--- src/hw/rtl/stereo_feedback_comb_reverb_core_defines.svh ---
// Assertion macros shared by the reverb core.
`ifndef STEREO_FEEDBACK_COMB_REVERB_CORE_DEFINES_SVH
`define STEREO_FEEDBACK_COMB_REVERB_CORE_DEFINES_SVH
`ifndef SYNTHESIS
`define SFCR_ASSERT_IMPLY(lbl, cond, prop) \
  lbl: assert property (@(posedge clk) disable iff (!rst_n) (cond) |-> (prop)) \
    else $error("assertion failed");
`define SFCR_ASSERT_NEXT(lbl, cond, prop) \
  lbl: assert property (@(posedge clk) disable iff (!rst_n) (cond) |=> (prop)) \
    else $error("assertion failed");
`else
`define SFCR_ASSERT_IMPLY(lbl, cond, prop)
`define SFCR_ASSERT_NEXT(lbl, cond, prop)
`endif
`endif

--- src/hw/rtl/sfcr_pkg.sv ---
// Shared constants and types of the stereo comb reverb core.
`default_nettype none
package sfcr_pkg;
  localparam int DELAY_DEPTH = 8192;
  localparam int ADDR_W      = $clog2(DELAY_DEPTH);
  localparam int CNT_W       = ADDR_W + 1;
  localparam int SAMPLE_W    = 32;
  localparam int LEN_W       = 14;
  localparam int APB_AW      = 3;
  localparam int APB_DW      = 32;

  localparam logic [LEN_W-1:0] DELAY_LENGTH_RESET = LEN_W'(4800);
  localparam logic             REVERB_ENABLE_RESET = 1'b1;

  localparam logic REG_DELAY_LENGTH  = 1'b0;
  localparam logic REG_REVERB_ENABLE = 1'b1;

  typedef struct packed {
    logic [LEN_W-1:0] delay_length;
    logic             reverb_enable;
  } sfcr_cfg_t;

  typedef struct packed {
    logic              rd_en;
    logic [ADDR_W-1:0] rd_addr;
    logic              rd_hit;
    logic              fwd;
    logic              wr_en;
    logic [ADDR_W-1:0] wr_addr;
  } sfcr_lane_ctl_t;
endpackage
`default_nettype wire

--- src/hw/rtl/sfcr_cfg.sv ---
// APB register file holding the delay length and the reverb enable.
`default_nettype none
module sfcr_cfg (
  input  logic                        clk,
  input  logic                        rst_n,
  input  logic                        psel,
  input  logic                        penable,
  input  logic                        pwrite,
  input  logic [sfcr_pkg::APB_AW-1:0] paddr,
  input  logic [sfcr_pkg::APB_DW-1:0] pwdata,
  output logic [sfcr_pkg::APB_DW-1:0] prdata,
  output logic                        pready,
  output sfcr_pkg::sfcr_cfg_t         cfg
);
  import sfcr_pkg::*;

  logic [LEN_W-1:0] len_r;
  logic             en_r;
  logic             wr;
  logic             sel;

  assign pready = 1'b1;
  assign wr     = psel & penable & pwrite;
  // Registers sit on word addresses; the byte offset is ignored.
  assign sel    = paddr[2];

  always_ff @(posedge clk) begin
    if (!rst_n) begin
      len_r <= DELAY_LENGTH_RESET;
      en_r  <= REVERB_ENABLE_RESET;
    end else if (wr) begin
      case (sel)
        REG_DELAY_LENGTH:  len_r <= pwdata[LEN_W-1:0];
        REG_REVERB_ENABLE: en_r  <= pwdata[0];
        default: ;
      endcase
    end
  end

  always_comb begin
    case (sel)
      REG_DELAY_LENGTH:  prdata = APB_DW'(len_r);
      REG_REVERB_ENABLE: prdata = APB_DW'(en_r);
      default:           prdata = '0;
    endcase
  end

  assign cfg.delay_length  = len_r;
  assign cfg.reverb_enable = en_r;
endmodule
`default_nettype wire

--- config.mk ---
export PLATFORM = sky130hd
export DESIGN_NAME = sfcr_cfg
export DESIGN_NICKNAME = d
export VERILOG_FILES = /design/src/hw/rtl/stereo_feedback_comb_reverb_core_defines.svh /design/src/hw/rtl/sfcr_pkg.sv /design/src/hw/rtl/sfcr_cfg.sv
export SDC_FILE = /design/constraint.sdc
export NUM_CORES = 1
export LEC_CHECK = 0
export ABC_AREA = 1
export BUFFER_PORTS_ARGS = -buffer_cell sky130_fd_sc_hd__buf_2
export CORE_UTILIZATION = 36
export CTS_CLUSTER_SIZE = 40
export DETAILED_ROUTE_END_ITERATION = 7
export PLACE_DENSITY_LB_ADDON = 0.1
export SYNTH_ARGS = -nofsm -noshare
export SYNTH_HDL_FRONTEND = slang
export SYNTH_SLANG_ARGS = --single-unit
--- constraint.sdc ---
create_clock -name clk -period 0.86 [get_ports clk]
set_input_delay 0.086 -clock clk [delete_from_list [all_inputs] [get_ports clk]]
set_output_delay 0.086 -clock clk [all_outputs]
set_load 0.005 [all_outputs]
==> run summary, run 1 <==
count of endpoints failing hold in the final timing report - 0
Row Count - 18
count of buffers from port buffering - 48
sequential area share after synthesis - 0.324
last weighted congestion value of the routability-driven placer - 0.665
fraction of layout instances using a drive strength above 1 - 0.448
commonest cells in the netlist - sky130_fd_sc_hd__nor2_1 (33), sky130_fd_sc_hd__inv_1 (24), sky130_fd_sc_hd__nand2_1 (23)
CP Capture Type - primary output
sequence of cells on the critical path - inv_2 -> nor2_2 -> buf_2
top cells by area, synth - sky130_fd_sc_hd__dfxtp_1 (32%), sky130_fd_sc_hd__buf_4 (17%), sky130_fd_sc_hd__nor2_1 (13%)
P per Cell Area - 1210 nW/um^2
Clock Pin Slew Worst Setup and Hold Paths - 100 ps
maximum clock insertion buffer count - 2
summed instance area of the synthesized netlist - 926 um^2
yosys synthesis warning count - 0
required time reported for the critical path endpoint - 770 ps
Via-to-Cell Ratio - 4.08
antenna violations before repair - 0
remaining antenna violation count - 0
global-route wire length before repair - 3.15 mm
Remaining Overflow, GRT - 0
async set or reset register ratio after synthesis - 0
final net count - 235
maximum vdd drop - 0.000883 V
Critical path buffers and inverters - 2
clock tree from TritonCTS - built
number of global-route vias before repair - 741
Clock Latency Late Sink - 280 ps
detailed-route wire length - 2.13 mm
most common cell in the netlist - sky130_fd_sc_hd__nor2_1
number of synthesized flops with an enable pin - 0
area overhead of the layout relative to synthesis - 29.5%
worst reg2reg endpoint - len_r[1]
clk sinks - 15
final worst-path cycle share - 1.14
Slowest cell on crit path - sky130_fd_sc_hd__dfxtp_2
maximum number of pins on one net before global-route repair - 16
logic depth of the worst path, buffers included - 3
Power, Total - 1450 uW
number of flip-flops and latches in the synthesized netlist - 15
first-pass iteration count of the detailed router - 4
Setup Crit Path Kind - flip-flop to primary output
cell at the root of the clock tree - sky130_fd_sc_hd__clkbuf_4
total clock buffers created by CTS - 3
final clock skew - 0 ps
Reg-to-Reg Start - len_r[1]
die area - 2780 um^2
startpoint type of the worst setup path - flip-flop
IO Pins - 88
Final setup violation count - 15
number of DRC violations after detailed routing - 0
H-tree levels - 1
mean routed wirelength per cell - 9.52 um
Post-Route Setup TNS - -1220 ps
maximum capacitance violations - 0
crit path time final - 976 ps
DR iter-0 viols - 14
x dimension of the die - 52.7 um
initial core utilization - 0.377
number of instances in the synthesized netlist - 144
core footprint - 2450 um^2
Post-Route Hold Slack - 11.0 ps
cell type group with the largest total delay on the critical path - flip-flops
failing checks - setup timing
Slew Limit Fails - 0
cell depth of the worst flop-to-flop path - 3
syn avg cell area - 6.43 um^2
critical path endpoint - prdata[8]
final core utilization - 0.488
RSZ-0062 raised after global routing - true
HPWL reported at the end of detailed placement - 1.53 mm
Critical Path Max Stage Delay - 370 ps
maximum fanout count along the critical path - 3
height of the die - 52.7 um
run status - complete, but fails checks
All-Layer GR Usage - 0.160
critical path startpoint - len_r[8]
Max Clk Rate - 1.02 GHz
static power due to leakage - 0.000708 uW
top_reg_cell synth - sky130_fd_sc_hd__dfxtp_1
final antenna diode count - 0
arrival time at the worst endpoint - 890 ps
setup slack of the worst register-to-register path - 170 ps
final setup slack of the worst path - -116 ps
Yosys top cell area share - 0.324
dpl ws - -19.6 ps
count of cell types in the netlist - 14
largest area contributor in the netlist - sky130_fd_sc_hd__dfxtp_1
Min-Delay Path Class - input pin to flip-flop
via count - 914
-- worst min-delay path, stage by stage --
cell and delay (ps):
sky130_fd_sc_hd__buf_2 80, sky130_fd_sc_hd__nand2_1 40, sky130_fd_sc_hd__nand3_1 60
-- cell families (layout without fill, tap and decap cells) --
family / count (synthesis) / count (layout) / share of synthesized area
other: 2 / 19 / 0.00811
buffers and inverters: 51 / 84 / 0.319
AND/OR/NAND/NOR: 75 / 75 / 0.343
flip-flops: 15 / 15 / 0.324
AO/OA/AOI/OAI: 1 / 1 / 0.00540
-- final cells by class --
cell class	count	area (um^2)
tap	30	37.5
sequential	15	319
multi-input combinational	95	407
clock inverter	1	5.00
clock buffer	3	22.5
inverter	25	93.8
fill	272	1260
timing repair buffer	55	314
-- sequential cells by signal, indices dropped and copies added (netlist names) --
signal and count:
len_r 14, en_r 1
-- per-layer routing --
layer | up-vias | track usage | part of all wire
met5 | - | 0 | 0
met4 | 0 | 0.0921 | 0.015
met3 | 4 | 0.0348 | 0.065
met2 | 40 | 0.272 | 0.49
met1 | 391 | 0.182 | 0.43
li1 | 479 | - | -
-- power by group --
| part | switching [uW] | total, uW | internal, uW | leakage [uW] |
|---|---|---|---|---|
| Sequential | 18.9 | 743 | 724 | 0.000125 |
| Combinational | 154 | 279 | 125 | 0.000566 |
| Clock | 254 | 427 | 173 | 0.0000177 |
-- placed cells by master (no fill, tap or decap) --
| cell | count |
|---|---|
| sky130_fd_sc_hd__buf_2 | 46 |
| sky130_fd_sc_hd__inv_1 | 18 |
| sky130_fd_sc_hd__conb_1 | 19 |
| sky130_fd_sc_hd__inv_2 | 7 |
| sky130_fd_sc_hd__nand3_2 | 1 |
| sky130_fd_sc_hd__buf_4 | 4 |
| sky130_fd_sc_hd__buf_6 | 3 |
| sky130_fd_sc_hd__dlygate4sd3_1 | 2 |
| sky130_fd_sc_hd__nor2_2 | 6 |
| sky130_fd_sc_hd__nand3_1 | 16 |
| sky130_fd_sc_hd__nor2_1 | 28 |
| sky130_fd_sc_hd__clkbuf_4 | 3 |
| sky130_fd_sc_hd__nor2_4 | 1 |
| sky130_fd_sc_hd__nand2_1 | 23 |
| sky130_fd_sc_hd__o21ai_1 | 1 |
| sky130_fd_sc_hd__clkinv_2 | 1 |
| sky130_fd_sc_hd__dfxtp_2 | 15 |
-- through the flow --
stage          cells  area (um^2)
4_1_cts          222         1150
3_3_place_gp     217         1100
5_1_grt          224         1200
3_5_place_dp     217         1100
2_1_floorplan    161          990
6_report         224         1200
-- what timing repair did --
item / in CTS / in global routing
endpoints found under the setup margin: 26 / 23
hold buffers: 1 / 1
resized for setup: 18 / 11
endpoints found under the hold margin: 1 / 1
buffers inserted: 0 / 1
pin swaps: 0 / 4
-- worst min path at each step --
stage	start	end	slack, ps	cells after the start
after global routing	pwdata[12]	len_r[12]	20	3
after detailed placement	pwdata[6]	len_r[6]	310	3
after global placement	pwdata[7]	len_r[7]	310	3
final	pwdata[9]	len_r[9]	10	3
after floorplan	rst_n	len_r[0]	210	2
after CTS	pwdata[9]	len_r[9]	2	3
Note: power is estimated with default switching activity, not from simulation.
==> run 2: changes to the inputs <==
--- a/config.mk
+++ b/config.mk
@@ -9,2 +9,3 @@
 export BUFFER_PORTS_ARGS = -buffer_cell sky130_fd_sc_hd__buf_2
+export CORE_MARGIN = 5
 export CORE_UTILIZATION = 36
--- a/constraint.sdc
+++ b/constraint.sdc
@@ -3,2 +3,2 @@
 set_output_delay 0.086 -clock clk [all_outputs]
-set_load 0.005 [all_outputs]
+set_load 0.05 [all_outputs]
==> run 2 against run 1 <==
The run still ends with setup timing left. Total power is 29% higher. Sequential cell count stayed put. Global-route usage is 2.7 points lower. First-iteration DRC count is 71% higher. Sequential power is 3.0% lower. Wire length is 14% higher. Worst setup slack worse by 35 ps. Count of clock-buffer cells in the layout stayed put. Maximum frequency is 3.4% lower.
==> run summary, run 2 (synthesized netlist as in run 1, its figures left out) <==
max reg flops - 14 (unchanged)
final clock skew - 0 ps (unchanged)
number of DRC violations after detailed routing - 0 (unchanged)
antenna violations before repair - 0 (unchanged)
arrival time at the worst endpoint - 920 ps (+30 ps)
run status - complete, but fails checks
DR iter-0 viols - 24 (+10)
final worst-path cycle share - 1.18 (+0.0403)
critical path startpoint - len_r[10]
Reg-to-Reg Start - en_r
area overhead of the layout relative to synthesis - 73.8%
final net count - 241 (+2.6%)
x dimension of the die - 60.7 um (+15%)
setup slack of the worst register-to-register path - 150 ps (-20 ps)
CP Capture Type - primary output
All-Layer GR Usage - 0.133 (-0.0269)
worst reg2reg endpoint - en_r
detailed-route wire length - 2.44 mm (+14%)
last weighted congestion value of the routability-driven placer - 0.725 (+9.0%)
first-pass iteration count of the detailed router - 4 (unchanged)
static power due to leakage - 0.000805 uW (+14%)
net switching share of the total power - 0.413 (+0.118)
Clock Latency Late Sink - 270 ps (about the same)
number of global-route vias before repair - 909 (+23%)
P per Cell Area - 1160 nW/um^2 (-3.7%)
Max Clk Rate - 0.989 GHz (-3.4%)
HPWL reported at the end of detailed placement - 1.88 mm (+23%)
initial core utilization - 0.374 (-0.00343)
Filler cells - 217 (-20%)
largest registers - len_r x14, en_r x1
Row Count - 18 (unchanged)
maximum fanout count along the critical path - 3 (unchanged)
hold bufs inserted after CTS - 0 (-1)
Min-Delay Path Class - input pin to flip-flop
mean routed wirelength per cell - 10.6 um (+11%)
maximum clock insertion buffer count - 2 (unchanged)
final setup slack of the worst path - -151 ps (-34.6 ps)
clk sinks - 15 (unchanged)
die area - 3690 um^2 (+33%)
H-tree levels - 1 (unchanged)
cell at the root of the clock tree - sky130_fd_sc_hd__clkbuf_4
critical path endpoint - prdata[10]
height of the die - 60.7 um (+15%)
Final Cell Area - 1610 um^2 (+34%)
Post-Route Setup TNS - -2660 ps (-1440 ps)
count of endpoints failing hold in the final timing report - 0 (unchanged)
RSZ-0062 raised after global routing - true
via count - 961 (+5.1%)
IO Pins - 88 (unchanged)
register containing the most flip-flops in the final layout - len_r
count of buffers from port buffering - 48 (unchanged)
final antenna diode count - 0 (unchanged)
fraction of layout instances using a drive strength above 1 - 0.565 (+0.117)
Post-DP Area - 1320 um^2 (+21%)
crit path time final - 1010 ps (+34.6 ps)
Final setup violation count - 29 (+14)
sequential share of power - 0.385 (-0.128)
Combinational Power Share - 0.406 (+0.213)
Setup Crit Path Kind - flip-flop to primary output
internal power summed over all cells - 1100 uW (+7.6%)
remaining antenna violation count - 0 (unchanged)
startpoint type of the worst setup path - flip-flop
core footprint - 2480 um^2 (+0.92%)
Net Switching - 774 uW (+81%)
failing checks - setup timing
Post-Route Hold Slack - 15.0 ps (+3.99 ps)
Clk network pwr share - 0.209 (-0.086)
Remaining Overflow, GRT - 0 (unchanged)
maximum capacitance violations - 0 (unchanged)
Clock Pin Slew Worst Setup and Hold Paths - 90 ps (about the same)
cell depth of the worst flop-to-flop path - 3 (unchanged)
global-route wire length before repair - 3.74 mm (+19%)
maximum number of pins on one net before global-route repair - 16 (unchanged)
Via-to-Cell Ratio - 4.18 (+2.4%)
clock tree from TritonCTS - built
required time reported for the critical path endpoint - 770 ps (about the same)
top library cells by usage in the layout, fill and taps aside - sky130_fd_sc_hd__nand2_1 (20), sky130_fd_sc_hd__nor2_1 (20), sky130_fd_sc_hd__conb_1 (19), sky130_fd_sc_hd__buf_2 (19), sky130_fd_sc_hd__buf_6 (17)
maximum vdd drop - 0.000859 V (-2.6%)
total clock buffers created by CTS - 3 (unchanged)
Slew Limit Fails - 0 (unchanged)
run 2: cell count changes in the layout (fill, tap and decap cells not counted), sizes merged:
cell         change
buf              +8
dlygate4sd3      -2
run 2: per-stage QoR:
stage	power (uW)	utilization	std cells	setup WS (ps)
2_1_floorplan	1330	-	161	2.86
3_3_place_gp	1390	0.533	223	2.06
3_5_place_dp	1400	0.533	223	-0.588
4_1_cts	1870	0.618	227	-150
5_1_grt	1980	0.649	230	-187
6_report	1870	0.649	230	-151
run 2: what timing repair did:
action	CTS	global route
pin swaps	14	2
hold endpoints to repair	0	0
setup endpoints to repair	29	29
gates resized for setup	59	17
buffers inserted	0	3
run 2: critical path: stages, from the launching register on:
cell	delay [ps]
sky130_fd_sc_hd__dfxtp_4	370
sky130_fd_sc_hd__inv_2	50
sky130_fd_sc_hd__nor2_4	70
sky130_fd_sc_hd__buf_6	160
run 2: layout make-up:
type                    count  area [um^2]  area share
flip-flops and latches     15          352       0.219
repair buffers             61          589       0.366
inverters                  25         98.8      0.0614
clock buffers               3         22.5      0.0140
clock inverters             1         5.00     0.00311
well taps                  30         37.5      0.0233
multi-input cells          95          504       0.313
run 2: power groups by stage:
stage          Combinational (uW)  Clock, uW  Sequential, uW
3_5_place_dp                  665          0             731
6_report                      761        391             721
4_1_cts                       737        410             719
3_3_place_gp                  659          0             729
5_1_grt                       805        445             726
2_1_floorplan                 515          0             811
run 2: per-layer routing:
layer / track usage / part of all wire
met5: 0 / 0
met4: 0.0279 / 0.0057
met3: 0.0234 / 0.080
met2: 0.252 / 0.54
met1: 0.156 / 0.37
run 2: worst min-delay path by stage:
stage / start / endpoint / depth (start not counted)
after floorplan: rst_n / len_r[10] / 2
after global placement: pwdata[12] / len_r[12] / 3
after detailed placement: pwdata[12] / len_r[12] / 3
after CTS: pwdata[12] / len_r[12] / 3
after global routing: pwdata[12] / len_r[12] / 3
final: pwdata[12] / len_r[12] / 3
==> run 3: changes to the inputs <==
--- a/constraint.sdc
+++ b/constraint.sdc
@@ -3,2 +3,2 @@
 set_output_delay 0.086 -clock clk [all_outputs]
-set_load 0.05 [all_outputs]
+set_load 0.01 [all_outputs]
==> run 3 against run 2 <==
The run still ends with setup timing left. Clock power increased by 2%. Maximum frequency rose by 3.5%. Critical path depth did not move. Via count is 4.5% lower. Global-route usage is 0.96 points lower. Sequential share of layout area up 4.2 points. Sequential power grew 3.5%. Die area unchanged. Design area is 24% lower. Combinational power fell by 57%. Hold slack improved by 4.5 ps. Non-clock buffer count shrank 6. Highest routed layer unchanged.
==> run summary, run 3 (synthesized netlist as in run 1, its figures left out) <==
run status - complete, but fails checks
failing checks - setup timing
core footprint - 2480 um^2 (unchanged)
Filler cells - 282 (+30%)
Power, Total - 1470 uW (-22%)
Row Count - 18 (unchanged)
last weighted congestion value of the routability-driven placer - 0.735 (+1.4%)
register containing the most flip-flops in the final layout - len_r
number of global-route vias before repair - 802 (-12%)
count of buffers from port buffering - 48 (unchanged)
clock tree from TritonCTS - built
static power due to leakage - 0.000712 uW (-11%)
final setup slack of the worst path - -116 ps (+34.6 ps)
maximum clock insertion buffer count - 2 (unchanged)
mean routed wirelength per cell - 10.5 um (-0.94%)
RSZ-0062 raised after global routing - true
max reg flops - 14 (unchanged)
Remaining Overflow, GRT - 0 (unchanged)
arrival time at the worst endpoint - 890 ps (-30 ps)
antenna violations before repair - 0 (unchanged)
maximum vdd drop - 0.000869 V (+1.0%)
initial core utilization - 0.374 (unchanged)
maximum fanout count along the critical path - 2 (-1)
global-route wire length before repair - 3.42 mm (-8.5%)
height of the die - 60.7 um (unchanged)
via count - 918 (-4.5%)
H-tree levels - 1 (unchanged)
Setup Crit Path Kind - flip-flop to primary output
CP Capture Type - primary output
Via-to-Cell Ratio - 4.10 (-1.9%)
detailed-route wire length - 2.35 mm (-3.5%)
remaining antenna violation count - 0 (unchanged)
Slew Limit Fails - 0 (unchanged)
crit path time final - 976 ps (-34.6 ps)
top library cells by usage in the layout, fill and taps aside - sky130_fd_sc_hd__buf_2 (39), sky130_fd_sc_hd__nor2_1 (32), sky130_fd_sc_hd__nand2_1 (23)
Clock Latency Late Sink - 280 ps (about the same)
first-pass iteration count of the detailed router - 4 (unchanged)
area overhead of the layout relative to synthesis - 32.4%
Reg-to-Reg Start - len_r[1]
fraction of layout instances using a drive strength above 1 - 0.438 (-0.127)
final clock skew - 0 ps (unchanged)
P per Cell Area - 1200 nW/um^2 (+3.0%)
critical path startpoint - len_r[1]
Clock Pin Slew Worst Setup and Hold Paths - 90 ps (about the same)
final worst-path cycle share - 1.14 (-0.0402)
HPWL reported at the end of detailed placement - 1.79 mm (-4.8%)
final core utilization - 0.495 (-0.155)
final net count - 235 (-2.5%)
All-Layer GR Usage - 0.124 (-0.00959)
x dimension of the die - 60.7 um (unchanged)
number of DRC violations after detailed routing - 0 (unchanged)
hold path startpoint - pwdata[12]
final antenna diode count - 0 (unchanged)
clk sinks - 15 (unchanged)
Min-Delay Path Class - input pin to flip-flop
required time reported for the critical path endpoint - 770 ps (about the same)
cell at the root of the clock tree - sky130_fd_sc_hd__clkbuf_4
DR iter-0 viols - 15 (-38%)
IO Pins - 88 (unchanged)
Final setup violation count - 16 (-45%)
maximum capacitance violations - 0 (unchanged)
largest registers - len_r x14, en_r x1
maximum number of pins on one net before global-route repair - 16 (unchanged)
total clock buffers created by CTS - 3 (unchanged)
commonest non-fill, non-tap cell in the layout - sky130_fd_sc_hd__buf_2
Max Clk Rate - 1.02 GHz (+3.5%)
count of endpoints failing hold in the final timing report - 0 (unchanged)
startpoint type of the worst setup path - flip-flop
die area - 3690 um^2 (unchanged)
[run 3: cell types whose count changed in the layout (fill, tap and decap cells not counted), moves of 3 or more]
cell / change
sky130_fd_sc_hd__nor2_1: +12
sky130_fd_sc_hd__nor2_4: -13
sky130_fd_sc_hd__dfxtp_4: -13
sky130_fd_sc_hd__buf_6: -7
sky130_fd_sc_hd__inv_2: -4
sky130_fd_sc_hd__buf_2: +20
sky130_fd_sc_hd__buf_8: -12
sky130_fd_sc_hd__inv_1: +6
sky130_fd_sc_hd__dfxtp_2: +13
sky130_fd_sc_hd__nand2_1: +3
sky130_fd_sc_hd__buf_4: -5
[run 3: what timing repair did]
| item | 4_1_cts | 5_1_grt |
|---|---|---|
| hold buffers | 0 | 0 |
| endpoints found under the setup margin | 27 | 29 |
| buffers inserted | 0 | 2 |
| pin swaps | 5 | 5 |
| gates resized for setup | 17 | 16 |
[run 3: path summary, 6_finish.rpt]
| kind | endpoint | slack, ps | cells past startpoint |
|---|---|---|---|
| setup / recovery | prdata[1] | -120 | 3 |
| hold reg to reg | len_r[9] | 490 | 2 |
| hold / removal | len_r[12] | 20 | 3 |
| setup reg to reg | len_r[1] | 180 | 3 |
[run 3: area by class of cell]
| type | instances | area (um^2) | share of cell area |
|---|---|---|---|
| Clock buffer | 4 | 26.3 | 0.0214 |
| Multi-Input combinational cell | 95 | 397 | 0.323 |
| Sequential cell | 15 | 319 | 0.260 |
| Inverter | 25 | 93.8 | 0.0765 |
| Tap cell | 30 | 37.5 | 0.0306 |
| Timing Repair Buffer | 55 | 353 | 0.288 |
[run 3: routing by layer]
layer	vias to the layer above	part of all wire	global-route usage
met5	-	0	0
met4	0	0.0094	0.0186
met3	4	0.086	0.0447
met2	38	0.52	0.240
met1	396	0.38	0.129
li1	480	-	-
[run 3: critical path, stage by stage, from the launching register on]
cell and delay (ps):
sky130_fd_sc_hd__dfxtp_2 350, sky130_fd_sc_hd__inv_2 40, sky130_fd_sc_hd__nor2_2 90, sky130_fd_sc_hd__buf_2 140
[run 3: where the power goes]
group          total [uW]  internal, uW  switching, uW
Combinational         325           135            190
Sequential            746           724           22.3
Clock                 399           180            219
Total                1470          1040            432
[run 3: per-stage QoR]
step,worst slack [ps],cell area [um^2],TNS [ps],hold slack (ps),cells
floorplan,193,990,0,207,161
global placement,-44.8,1100,-234,304,218
global route,-184,1230,-2540,20.8,224
finish,-116,1230,-1400,19.5,224
detailed placement,-54.4,1100,-278,310,218
CTS,-107,1150,-1340,20.6,222
